**src/rtl/ptq_pkg.sv**
```systemverilog
// ----------------------------------------------------------------------------
// ptq_pkg
// Shared types and constants for the periodic timer queue: result kinds,
// operation codes, controller states and the command and status words
// between controller and datapath.
// ----------------------------------------------------------------------------
`default_nettype none

package ptq_pkg;

  localparam int unsigned TIME_W      = 32;
  localparam int unsigned ID_W        = 16;
  localparam int unsigned PER_W       = 16;
  localparam int unsigned KIND_W      = 2;
  localparam int unsigned SLOT_W      = ID_W + PER_W + TIME_W;
  localparam int unsigned MAX_RESULTS = 16;
  localparam int unsigned CNT_W       = $clog2(MAX_RESULTS + 1);

  localparam logic OP_INSERT = 1'b0;
  localparam logic OP_TICK   = 1'b1;

  localparam logic [KIND_W-1:0] KIND_FIRED    = 2'd0;
  localparam logic [KIND_W-1:0] KIND_ACCEPTED = 2'd1;
  localparam logic [KIND_W-1:0] KIND_REJECTED = 2'd2;

  typedef enum logic [2:0] {
    ST_IDLE,
    ST_INSERT,
    ST_SCAN,
    ST_DRAIN,
    ST_DECIDE,
    ST_FLUSH
  } ptq_state_t;

  typedef struct packed {
    logic capture;
    logic tick_init;
    logic scan_clr;
    logic scan_rd;
    logic insert;
    logic fire;
    logic flush;
  } ptq_cmd_t;

  typedef struct packed {
    logic found;
    logic pend_vld;
    logic scan_end;
    logic cnt_last;
  } ptq_status_t;

endpackage

`default_nettype wire

```
**src/rtl/ptq_ctrl.sv**
```systemverilog
// ----------------------------------------------------------------------------
// ptq_ctrl
// Controller state machine: sequences insert handling, slot scan rounds,
// firing of the earliest expired timer and the final flush of a tick.
// ----------------------------------------------------------------------------
`default_nettype none

module ptq_ctrl (
  input  wire                 clk,
  input  wire                 rst_n,
  input  wire                 start,
  input  wire                 in_op,
  input  ptq_pkg::ptq_status_t sts,
  output ptq_pkg::ptq_cmd_t    cmd,
  output logic                busy
);

  ptq_pkg::ptq_state_t state_r;
  ptq_pkg::ptq_state_t state_nxt;

  always_ff @(posedge clk) begin
    if (!rst_n) begin
      state_r <= ptq_pkg::ST_IDLE;
    end else begin
      state_r <= state_nxt;
    end
  end

  always_comb begin
    state_nxt = state_r;
    unique case (state_r)
      ptq_pkg::ST_IDLE: begin
        if (start) begin
          state_nxt = (in_op == ptq_pkg::OP_TICK) ? ptq_pkg::ST_SCAN : ptq_pkg::ST_INSERT;
        end
      end
      ptq_pkg::ST_INSERT: state_nxt = ptq_pkg::ST_IDLE;
      ptq_pkg::ST_SCAN: begin
        if (sts.scan_end) begin
          state_nxt = ptq_pkg::ST_DRAIN;
        end
      end
      ptq_pkg::ST_DRAIN: state_nxt = ptq_pkg::ST_DECIDE;
      ptq_pkg::ST_DECIDE: begin
        if (sts.found) begin
          state_nxt = sts.cnt_last ? ptq_pkg::ST_FLUSH : ptq_pkg::ST_SCAN;
        end else begin
          state_nxt = ptq_pkg::ST_IDLE;
        end
      end
      ptq_pkg::ST_FLUSH: state_nxt = ptq_pkg::ST_IDLE;
      default: state_nxt = ptq_pkg::ST_IDLE;
    endcase
  end

  always_comb begin
    cmd  = '0;
    busy = 1'b1;
    unique case (state_r)
      ptq_pkg::ST_IDLE: begin
        busy = 1'b0;
        if (start) begin
          cmd.capture = 1'b1;
          if (in_op == ptq_pkg::OP_TICK) begin
            cmd.tick_init = 1'b1;
            cmd.scan_clr  = 1'b1;
          end
        end
      end
      ptq_pkg::ST_INSERT: cmd.insert = 1'b1;
      ptq_pkg::ST_SCAN:   cmd.scan_rd = 1'b1;
      ptq_pkg::ST_DRAIN:  cmd = '0;
      ptq_pkg::ST_DECIDE: begin
        if (sts.found) begin
          cmd.fire     = 1'b1;
          cmd.scan_clr = 1'b1;
        end else if (sts.pend_vld) begin
          cmd.flush = 1'b1;
        end
      end
      ptq_pkg::ST_FLUSH: cmd.flush = 1'b1;
      default: cmd = '0;
    endcase
  end

endmodule

`default_nettype wire

```
**src/rtl/ptq_datapath.sv**
```systemverilog
// ----------------------------------------------------------------------------
// ptq_datapath
// Slot storage and arithmetic: slot memory with registered read, valid and
// fired flags, running minimum over a scan, re-arm with saturation, the
// pending fired word and the result registers.
// ----------------------------------------------------------------------------
`default_nettype none

module ptq_datapath #(
  parameter int unsigned SLOTS = 16
) (
  input  wire                              clk,
  input  wire                              rst_n,
  input  ptq_pkg::ptq_cmd_t                cmd,
  output ptq_pkg::ptq_status_t             sts,
  input  wire  [ptq_pkg::ID_W-1:0]         in_timer_id,
  input  wire  [ptq_pkg::TIME_W-1:0]       in_first_expiry,
  input  wire  [ptq_pkg::PER_W-1:0]        in_reload_interval,
  input  wire  [ptq_pkg::TIME_W-1:0]       in_now_time,
  output logic                             out_strobe,
  output logic [ptq_pkg::KIND_W-1:0]       out_kind,
  output logic [ptq_pkg::ID_W-1:0]         out_fired_id,
  output logic [ptq_pkg::TIME_W-1:0]       out_fired_at,
  output logic                             out_last
);

  localparam int unsigned IDXW = $clog2(SLOTS);

  // captured input word
  logic [ptq_pkg::ID_W-1:0]   id_r;
  logic [ptq_pkg::TIME_W-1:0] first_r;
  logic [ptq_pkg::PER_W-1:0]  per_r;
  logic [ptq_pkg::TIME_W-1:0] now_r;

  logic [ptq_pkg::SLOT_W-1:0] slot_mem [SLOTS];
  logic [ptq_pkg::SLOT_W-1:0] rd_q;
  logic [SLOTS-1:0]           valid_r;
  logic [SLOTS-1:0]           done_r;

  logic [IDXW-1:0]            scan_cnt_r;
  logic [IDXW-1:0]            rd_idx_r;
  logic                       rd_vld_r;

  logic                       found_r;
  logic [IDXW-1:0]            best_idx_r;
  logic [ptq_pkg::TIME_W-1:0] best_exp_r;
  logic [ptq_pkg::ID_W-1:0]   best_id_r;
  logic [ptq_pkg::PER_W-1:0]  best_per_r;

  logic [ptq_pkg::CNT_W-1:0]  count_r;
  logic                       pend_vld_r;
  logic [ptq_pkg::ID_W-1:0]   pend_id_r;
  logic [ptq_pkg::TIME_W-1:0] pend_at_r;

  logic                       out_vld_r;
  logic [ptq_pkg::KIND_W-1:0] out_kind_r;
  logic [ptq_pkg::ID_W-1:0]   out_id_r;
  logic [ptq_pkg::TIME_W-1:0] out_at_r;
  logic                       out_last_r;

  logic [ptq_pkg::ID_W-1:0]   rd_id;
  logic [ptq_pkg::PER_W-1:0]  rd_per;
  logic [ptq_pkg::TIME_W-1:0] rd_exp;
  logic                       cand;

  logic                       free_found;
  logic [IDXW-1:0]            free_idx;

  logic [ptq_pkg::TIME_W:0]   rearm_sum;
  logic [ptq_pkg::TIME_W-1:0] rearm_exp;

  logic                       mem_we;
  logic [IDXW-1:0]            mem_wa;
  logic [ptq_pkg::SLOT_W-1:0] mem_wd;

  assign {rd_id, rd_per, rd_exp} = rd_q;

  assign cand = rd_vld_r && valid_r[rd_idx_r] && !done_r[rd_idx_r] && (rd_exp <= now_r)
                && (!found_r || (rd_exp < best_exp_r));

  // lowest free slot
  always_comb begin
    free_found = 1'b0;
    free_idx   = '0;
    for (int i = SLOTS - 1; i >= 0; i--) begin
      if (!valid_r[i]) begin
        free_found = 1'b1;
        free_idx   = IDXW'(i);
      end
    end
  end

  assign rearm_sum = {1'b0, now_r} + {{(ptq_pkg::TIME_W + 1 - ptq_pkg::PER_W){1'b0}}, best_per_r};
  assign rearm_exp = rearm_sum[ptq_pkg::TIME_W] ? {ptq_pkg::TIME_W{1'b1}}
                                               : rearm_sum[ptq_pkg::TIME_W-1:0];

  always_comb begin
    mem_we = 1'b0;
    mem_wa = best_idx_r;
    mem_wd = {best_id_r, best_per_r, rearm_exp};
    if (cmd.insert && free_found) begin
      mem_we = 1'b1;
      mem_wa = free_idx;
      mem_wd = {id_r, per_r, first_r};
    end else if (cmd.fire && (best_per_r != '0)) begin
      mem_we = 1'b1;
    end
  end

  always_ff @(posedge clk) begin
    if (mem_we) begin
      slot_mem[mem_wa] <= mem_wd;
    end
    if (cmd.scan_rd) begin
      rd_q <= slot_mem[scan_cnt_r];
    end
  end

  // payload registers
  always_ff @(posedge clk) begin
    if (cmd.capture) begin
      id_r    <= in_timer_id;
      first_r <= in_first_expiry;
      per_r   <= in_reload_interval;
      now_r   <= in_now_time;
    end
    if (cmd.scan_rd) begin
      rd_idx_r <= scan_cnt_r;
    end
    if (cand) begin
      best_idx_r <= rd_idx_r;
      best_exp_r <= rd_exp;
      best_id_r  <= rd_id;
      best_per_r <= rd_per;
    end
    if (cmd.fire) begin
      pend_id_r <= best_id_r;
      pend_at_r <= best_exp_r;
    end
    if (cmd.insert) begin
      out_kind_r <= free_found ? ptq_pkg::KIND_ACCEPTED : ptq_pkg::KIND_REJECTED;
      out_id_r   <= id_r;
      out_at_r   <= first_r;
      out_last_r <= 1'b1;
    end else if (cmd.fire || cmd.flush) begin
      out_kind_r <= ptq_pkg::KIND_FIRED;
      out_id_r   <= pend_id_r;
      out_at_r   <= pend_at_r;
      out_last_r <= cmd.flush;
    end
  end

  // control registers
  always_ff @(posedge clk) begin
    if (!rst_n) begin
      valid_r    <= '0;
      done_r     <= '0;
      scan_cnt_r <= '0;
      rd_vld_r   <= 1'b0;
      found_r    <= 1'b0;
      count_r    <= '0;
      pend_vld_r <= 1'b0;
      out_vld_r  <= 1'b0;
    end else begin
      rd_vld_r  <= cmd.scan_rd;
      out_vld_r <= cmd.insert || cmd.flush || (cmd.fire && pend_vld_r);
      if (cmd.tick_init) begin
        done_r     <= '0;
        count_r    <= '0;
        pend_vld_r <= 1'b0;
      end
      if (cmd.scan_clr) begin
        scan_cnt_r <= '0;
        found_r    <= 1'b0;
      end else begin
        if (cmd.scan_rd) begin
          scan_cnt_r <= scan_cnt_r + 1'b1;
        end
        if (cand) begin
          found_r <= 1'b1;
        end
      end
      if (cmd.insert && free_found) begin
        valid_r[free_idx] <= 1'b1;
      end
      if (cmd.fire) begin
        done_r[best_idx_r] <= 1'b1;
        count_r            <= count_r + 1'b1;
        pend_vld_r         <= 1'b1;
        if (best_per_r == '0) begin
          valid_r[best_idx_r] <= 1'b0;
        end
      end
      if (cmd.flush) begin
        pend_vld_r <= 1'b0;
      end
    end
  end

  assign sts.found    = found_r;
  assign sts.pend_vld = pend_vld_r;
  assign sts.scan_end = (scan_cnt_r == IDXW'(SLOTS - 1));
  assign sts.cnt_last = (count_r == ptq_pkg::CNT_W'(ptq_pkg::MAX_RESULTS - 1));

  assign out_strobe   = out_vld_r;
  assign out_kind     = out_kind_r;
  assign out_fired_id = out_id_r;
  assign out_fired_at = out_at_r;
  assign out_last     = out_last_r;

  a_fire_slot_live: assert property (@(posedge clk) disable iff (!rst_n)
    cmd.fire |-> found_r && valid_r[best_idx_r] && !done_r[best_idx_r])
    else $error("fire on a slot that is not a live candidate");

  a_flush_has_word: assert property (@(posedge clk) disable iff (!rst_n)
    cmd.flush |-> pend_vld_r)
    else $error("flush without a pending fired word");

  a_insert_last: assert property (@(posedge clk) disable iff (!rst_n)
    out_vld_r && (out_kind_r != ptq_pkg::KIND_FIRED) |-> out_last_r)
    else $error("insert answer not marked last");

  a_count_bound: assert property (@(posedge clk) disable iff (!rst_n)
    count_r <= ptq_pkg::CNT_W'(ptq_pkg::MAX_RESULTS))
    else $error("fire count beyond result limit");

  a_fired_slot_done: assert property (@(posedge clk) disable iff (!rst_n)
    cmd.fire |=> done_r[$past(best_idx_r)])
    else $error("fired slot not marked for this tick");

endmodule

`default_nettype wire

```
**src/rtl/periodic_timer_queue.sv**
```systemverilog
// ----------------------------------------------------------------------------
// periodic_timer_queue
// Store of SLOTS software timers. Insert words place a timer in the lowest
// free slot; tick words fire expired timers earliest first and re-arm
// periodic ones.
// ----------------------------------------------------------------------------
// insert: the word is captured at start and the result loaded in the INSERT state,
// busy high there; tick: each scan round reads one slot per cycle from the slot memory;
//   n firings take n+1 rounds, or 16 rounds and then the FLUSH state when n hits 16
// each fired word is held pending and leaves when the next fires, the last at flush
// the receiver cannot stall: every result strobe lasts exactly one cycle
// reset clears the slot valid flags at once; slot contents are not cleared
`default_nettype none

module periodic_timer_queue #(
  parameter int unsigned SLOTS = 16
) (
  input  wire                               clk,
  input  wire                               rst_n,
  input  wire                               start,
  output logic                              busy,
  input  wire                               in_op,
  input  wire  [ptq_pkg::ID_W-1:0]          in_timer_id,
  input  wire  [ptq_pkg::TIME_W-1:0]        in_first_expiry,
  input  wire  [ptq_pkg::PER_W-1:0]         in_reload_interval,
  input  wire  [ptq_pkg::TIME_W-1:0]        in_now_time,
  output logic                              out_strobe,
  output logic [ptq_pkg::KIND_W-1:0]        out_kind,
  output logic [ptq_pkg::ID_W-1:0]          out_fired_id,
  output logic [ptq_pkg::TIME_W-1:0]        out_fired_at,
  output logic                              out_last
);

  ptq_pkg::ptq_cmd_t    cmd;
  ptq_pkg::ptq_status_t sts;

  ptq_ctrl u_ctrl (
    .clk   (clk),
    .rst_n (rst_n),
    .start (start),
    .in_op (in_op),
    .sts   (sts),
    .cmd   (cmd),
    .busy  (busy)
  );

  ptq_datapath #(
    .SLOTS (SLOTS)
  ) u_datapath (
    .clk                (clk),
    .rst_n              (rst_n),
    .cmd                (cmd),
    .sts                (sts),
    .in_timer_id        (in_timer_id),
    .in_first_expiry    (in_first_expiry),
    .in_reload_interval (in_reload_interval),
    .in_now_time        (in_now_time),
    .out_strobe         (out_strobe),
    .out_kind           (out_kind),
    .out_fired_id       (out_fired_id),
    .out_fired_at       (out_fired_at),
    .out_last           (out_last)
  );

endmodule

`default_nettype wire

```
**config.mk**
```make
export PLATFORM = sky130hd
export DESIGN_NAME = periodic_timer_queue
export DESIGN_NICKNAME = d
export VERILOG_FILES = /design/src/rtl/ptq_pkg.sv /design/src/rtl/ptq_ctrl.sv /design/src/rtl/ptq_datapath.sv /design/src/rtl/periodic_timer_queue.sv
export SDC_FILE = /design/constraint.sdc
export NUM_CORES = 2
export LEC_CHECK = 0
export BUFFER_PORTS_ARGS = -buffer_cell sky130_fd_sc_hd__buf_4
export CAP_MARGIN = 20
export CORE_ASPECT_RATIO = 0.7
export CORE_MARGIN = 1.5
export CORE_UTILIZATION = 48
export DETAILED_ROUTE_END_ITERATION = 10
export GPL_ROUTABILITY_DRIVEN = 0
export GPL_TIMING_DRIVEN = 0
export PLACE_DENSITY = 0.75
export SLEW_MARGIN = 20
export SYNTH_ARGS = -nofsm -noshare
export SYNTH_HDL_FRONTEND = slang
export SYNTH_SLANG_ARGS = --single-unit
```
**constraint.sdc**
```tcl
create_clock -name clk -period 12.8 [get_ports clk]
set_clock_uncertainty 0.1 [all_clocks]
set_input_delay 0.64 -clock clk [delete_from_list [all_inputs] [get_ports clk]]
set_output_delay 0.64 -clock clk [all_outputs]
set_load 0.05 [all_outputs]
```
======== Word level (Yosys, flattened, before mapping) ========
Memories as Yosys holds them, arrays and structs flattened. A register that Yosys moved wholly into a read port is not among the register bits.
Index checks and enable logic that the tools add are counted.
operators by class
  $add $sub $neg .......................... 3
  $lt $le $gt $ge ......................... 7
  equality and inequality tests ........... 9
  multiplexer cells ....................... 83
  bitwise logic cells ..................... 5
  reduce and logical (&&, ||, !) cells .... 23
operators with widths
  kind                                                                          number
  16-bit two-way mux                                                            9
  32-bit two-way mux                                                            3
  4-bit two-way mux                                                             17
  64-bit two-way mux                                                            1
  32-bit by 16-bit adder with 33-bit output                                     1
  1-bit two-way mux                                                             33
  32-bit less-or-equal comparator                                               1
  32-bit less-than comparator                                                   1
  16-bit bitwise OR                                                             2
  16-bit bitwise AND                                                            1
  16-bit zero test                                                              1
  16-bit inverter                                                               1
  16-bit nonzero test                                                           1
  4-bit by 5-bit less-than comparator with 1-bit output, second input constant  3
  3-bit two-way mux                                                             5
  2-bit two-way mux                                                             6
  3-bit one-hot mux with 4 select lines                                         1
  5-bit two-way mux                                                             2
  1-bit logical AND                                                             9
  1-bit binary-select mux with 4-bit select                                     2
  1-bit demux with 4-bit select                                                 2
  4-bit by 1-bit >= comparator with 1-bit output, second input constant         2
  3-bit by 2-bit equality test with 1-bit output, second input constant         2
  3-bit equality test, second input constant                                    2
  14 further kinds                                                              22
storage, ports and cells
  register bits ........................... 315
  RAM bits ................................ 1024
  output and inout bits ................... 53
  memories kept ........................... 1
memory list
  name                 words  bits a word  read ports  clocked after memory_dff  write ports  RTL line            RTL
  u_datapath.slot_mem  16     64           1           1                         1            ptq_datapath.sv:35  logic [ptq_pkg::SLOT_W-1:0] slot_mem [SLOTS];

======== Longest topological paths before layout ========
  depth after elaboration ................. 26
  gate-level depth with buffers ........... 11
  mapped depth without buffers ............ 10

======== By module ========
Synthesis repeated with hierarchy kept, for this count alone.
second synthesis, totals
  cells, all modules ...................... 2712
  area total of the unflattened synthesis .. 55074.1 µm²
modules (own cells, without submodules)
  module        instances  cells an instance  area each (µm²)
  ptq_datapath  1          2676               54775.0
  ptq_ctrl      1          36                 299.0

======== Worst setup path before layout ========
No wires, ideal clock.
  path type ............................... register to register
  start point ............................. reg u_datapath.rd_q[7] (netlist name) (read register of u_datapath.slot_mem)
  end point ............................... reg u_datapath.best_exp_r[0] (netlist name), enable pin
  data arrival time ....................... 7.098 ns
  data required time ...................... 12.083 ns
  slack ................................... 4.985 ns
  cell stages (with the launch flop) ...... 8
  path buffers ............................ 0
  period minus slack after synthesis ...... 7.815 ns
  path through ............................ edfxtp_1 > ha_1 > a211o_1 > a2111oi_0 > o211ai_1 > a2111oi_0 > o211ai_1 > a311oi_1
between the ends
  longest elaborated chain between the ends .. 3
RTL lines
  what                                                                                   RTL line                                RTL
  start: declaration                                                                     ptq_datapath.sv:36                      logic [ptq_pkg::SLOT_W-1:0] rd_q;
  32-bit less-or-equal comparator / 32-bit less-than comparator (equally long branches)  ptq_datapath.sv:78, ptq_datapath.sv:79
  1-bit logical AND / 1-bit logical OR (equally long branches)                           ptq_datapath.sv:78, ptq_datapath.sv:79
  1-bit logical AND *                                                                    ptq_datapath.sv:79                      && (!found_r || (rd_exp < best_exp_r));
  via u_datapath.cand                                                                    ptq_datapath.sv:64                      logic cand;
  end signal: assignment                                                                 ptq_datapath.sv:132                     best_exp_r <= rd_exp;
  end: declaration                                                                       ptq_datapath.sv:46                      logic [ptq_pkg::TIME_W-1:0] best_exp_r;
Mark *: on every way through the listed nets, which the timed path passes. The rest lies on a longest branch.
A chain may end at the register's enable or synchronous reset.

======== Worst setup path after layout ========
  start point ............................. reg u_datapath.now_r[7] (netlist name)
  end point ............................... reg u_datapath.best_id_r[0] (netlist name), enable pin
between the ends
  longest elaborated chain between the ends .. 3
RTL lines
  what                             RTL line             RTL
  start: declaration               ptq_datapath.sv:33   logic [ptq_pkg::TIME_W-1:0] now_r;
  start signal: assignment         ptq_datapath.sv:125  now_r <= in_now_time;
  32-bit less-or-equal comparator  ptq_datapath.sv:78   assign cand = rd_vld_r && valid_r[rd_idx_r] && !done_r[rd_idx_r] && (rd_exp <= now_r)
  1-bit logical AND                ptq_datapath.sv:78
  1-bit logical AND                ptq_datapath.sv:79
  via u_datapath.cand              ptq_datapath.sv:64
  end signal: assignment           ptq_datapath.sv:133  best_id_r <= rd_id;
  end: declaration                 ptq_datapath.sv:47   logic [ptq_pkg::ID_W-1:0] best_id_r;
The timed path passes the listed nets, and every way through them passes these cells.

==> results.sh <==
export IMPL_grtUsageTotal_pct=25.33
export IMPL_drt_met1_wl_mm=56.58
export IMPL_syn_area_um2=54910
export IMPL_gr_total_overflow=0
export IMPL_drt_wl_total_mm=146.7
export IMPL_firstDrtPassIters=9
export IMPL_drive_above_1_share_pct=26.12
export IMPL_min_period_ns=4.879
export IMPL_critical_path_startpoint_type="register"
export IMPL_synth_cell_type_count=82
export IMPL_cts_setup_buffers=0
export IMPL_rsz0062_at_grt="false"
export IMPL_maxCapViolations=0
export IMPL_synth_top_area_share_pct=74.05
export IMPL_synth_seq_cells=1403
export IMPL_worst_path_buf_inv=5
export IMPL_grt_first_pass_wirelength_mm=210.4
export IMPL_areaGrowthSynthToFinish_pct=18.76
export IMPL_maxSlewViolCount=0
export IMPL_drt_iter0_drc=4711
export IMPL_clk_latency_ns=0.78
export IMPL_crit_path_end_kind="register"
export IMPL_synthTopCellsByCount="edfxtp_1, mux4_2, nand2_1"
export IMPL_yosysMostFrequentCell="edfxtp_1"
export IMPL_hp_class="in -> reg"
export IMPL_drt_drc_violations_left=0
export IMPL_antenna_left=0
export IMPL_syn_area_per_cell_um2=19.73
export IMPL_die_area_um2=116500
export IMPL_wl_per_cell_um=30.02
export IMPL_row_count=103
export IMPL_cts_sinks=1403
export IMPL_worstPathRequired_ns=13.17
export IMPL_vias_per_cell=6.148
export IMPL_fmax_mhz=205.0
export IMPL_port_buffers=152
export IMPL_antenna_found_initial=2
export IMPL_relSlewSlack_pct=25.15
export IMPL_tightest_slew_ns=1.094
export IMPL_grt_pass1_vias=30080
export IMPL_async_reset_ff_share_pct=0
export IMPL_wl_met2_mm=66.53
export IMPL_cts_tree="yes"
export IMPL_num_io_pins=153
export IMPL_grt_max_degree=49
export IMPL_core_um2=113200
export IMPL_synthCells=2783
export IMPL_final_nets=3443
export IMPL_power_density_nw_per_um2=147.5
export IMPL_yosysSeqAreaShare_pct=75.84
export IMPL_synth_area_leaders="edfxtp_1, mux4_2, nand2_1, ha_1, dfxtp_1"
export IMPL_critPathSlowestCell="a311oi_4"
export IMPL_yosys_warnings=0
export IMPL_num_vias=30050
export IMPL_synth_nets=2966
export IMPL_wl_met3_mm=18.75
export IMPL_synth_largest_area_cell="edfxtp_1"
export IMPL_finalCritPeriodShare_pct=38.12
export IMPL_path_clk_slew_ns=0.06
export IMPL_place_ws_ns=8.058
export IMPL_critPathArrivalTime_ns=5.24
export IMPL_chipHeight_um=286.0
export IMPL_crit_family="compound AO/OA/AOI/OAI gates"
export IMPL_initial_core_util_pct=48.53
export IMPL_crit_type="reg -> reg"
export IMPL_hold_viol_final=0
export IMPL_top_layer="met4"
export IMPL_die_w_um=407.2
export IMPL_path_cells="inv_1 -> ha_1 -> a211o_1 -> a2111oi_0 -> o211ai_1 -> a2111oi_1 -> clkdlybuf4s18_2 -> o211ai_1 -> a311oi_4 -> buf_6 -> buf_6 -> buf_8"
export IMPL_irDropWorstVdd_uv=153.4
export IMPL_crit_fanout=12
export IMPL_finalSetupTns_ns=0
export IMPL_cts_inserted_buffers=135
export IMPL_status="complete, no violations"
export IMPL_timing_final_ws_setup_ns=7.921
export IMPL_root_buffer="clkbuf_16"
export IMPL_synth_edff_count=1354
export IMPL_ctsHtreeMaxLevel=4
export IMPL_p_leak_uw=0.02124
export IMPL_crit_path_max_incr_delay_ns=0.67
export IMPL_setup_viol=0
export IMPL_synthFlopType="edfxtp_1"
export IMPL_dp_hpwl_mm=93.70
export IMPL_cts_buffer_depth=3
cell type report:
class	instances	area, µm²
plain buffers	113	530.5
clock buffers	169	3622
clock inverters	70	524.3
fillers	8067	47940
well taps	1522	1904
multi-input cells	1183	12650
flip-flops and latches	1403	41640
repair buffers	340	4004
diodes	4	10.01
inverters	84	316.6
metrics by stage:
step | cells | area [µm²] | power, µW | utilization (%) | hold WS (ns)
4_1_cts | 4884 | 65150 | 9642 | 57.58 | 0.08624
6_report | 4888 | 65210 | 9616 | 57.63 | 0.1347
5_1_grt | 4888 | 65210 | 9861 | 57.63 | 0.1250
3_3_place_gp | 4457 | 57950 | 5835 | 51.22 | 0.3027
2_1_floorplan | 2783 | 54910 | 5625 | - | 0.3003
3_5_place_dp | 4549 | 60040 | 5861 | 53.06 | 0.3045
sequential cells by signal, summed over array words and instances, names as in the netlist, 32 cells and up:
register	count
u_datapath.best_exp_r	32
u_datapath.out_fired_at	32
u_datapath.slot_mem	1024
u_datapath.rd_q	64
u_datapath.now_r	32
u_datapath.first_r	32
u_datapath.pend_at_r	32
where the power goes:
| part | switching, µW | internal (µW) |
|---|---|---|
| logic | 373 | 225 |
| registers | 48.1 | 5160 |
| clock network | 1700 | 2110 |
worst paths after layout:
kind / endpoint / slack [ns] / cells past startpoint / from
setup / recovery: u_datapath.best_id_r[0] / 7.92 / 12 / u_datapath.now_r[7]
hold / removal: u_datapath.valid_r[1] / 0.13 / 2 / rst_n
setup reg to reg: u_datapath.best_id_r[0] / 7.92 / 12 / u_datapath.now_r[7]
hold reg to reg: u_datapath.best_id_r[11] / 0.31 / 0 / u_datapath.rd_q[59]
kinds of logic (layout without fill, tap and decap cells):
family                   Yosys count  count (layout)  share of synthesized area (%)
AO/OA/AOI/OAI                    229             229                          2.983
flip-flops                      1403            1403                          75.84
adder cells (fa/ha/maj)           83              83                          1.905
multiplexers                     321             321                          13.14
AND/OR/NAND/NOR                  528             528                          4.264
XOR/XNOR                          22              22                         0.3509
other                              0               4                              0
buffers and inverters            197             776                          1.518
layout by cell type, fill, tap and decap left out, types with 41 or more instances in the layout:
cell	count
a21oi_1	51
buf_16	41
buf_4	165
clkbuf_1	91
clkbuf_16	140
dfxtp_1	49
dlygate4sd3_1	96
edfxtp_1	1354
ha_1	82
inv_1	82
mux4_2	320
nand2_1	293
nor2_1	80
metal layers:
layer / vias to the layer above / global-route usage [%]
met5: - / 0
met4: 0 / 9.504
met3: 249 / 6.809
met2: 2223 / 37.88
met1: 15380 / 35.90
li1: 12200 / -
timing repair:
| item | in CTS | in global routing |
|---|---|---|
| endpoints found under the setup margin | 0 | 0 |
| resized for setup | 0 | 0 |
| hold buffers | 96 | 0 |
| hold endpoints to repair | 96 | 0 |
Power figures use the tool's default switching activity.
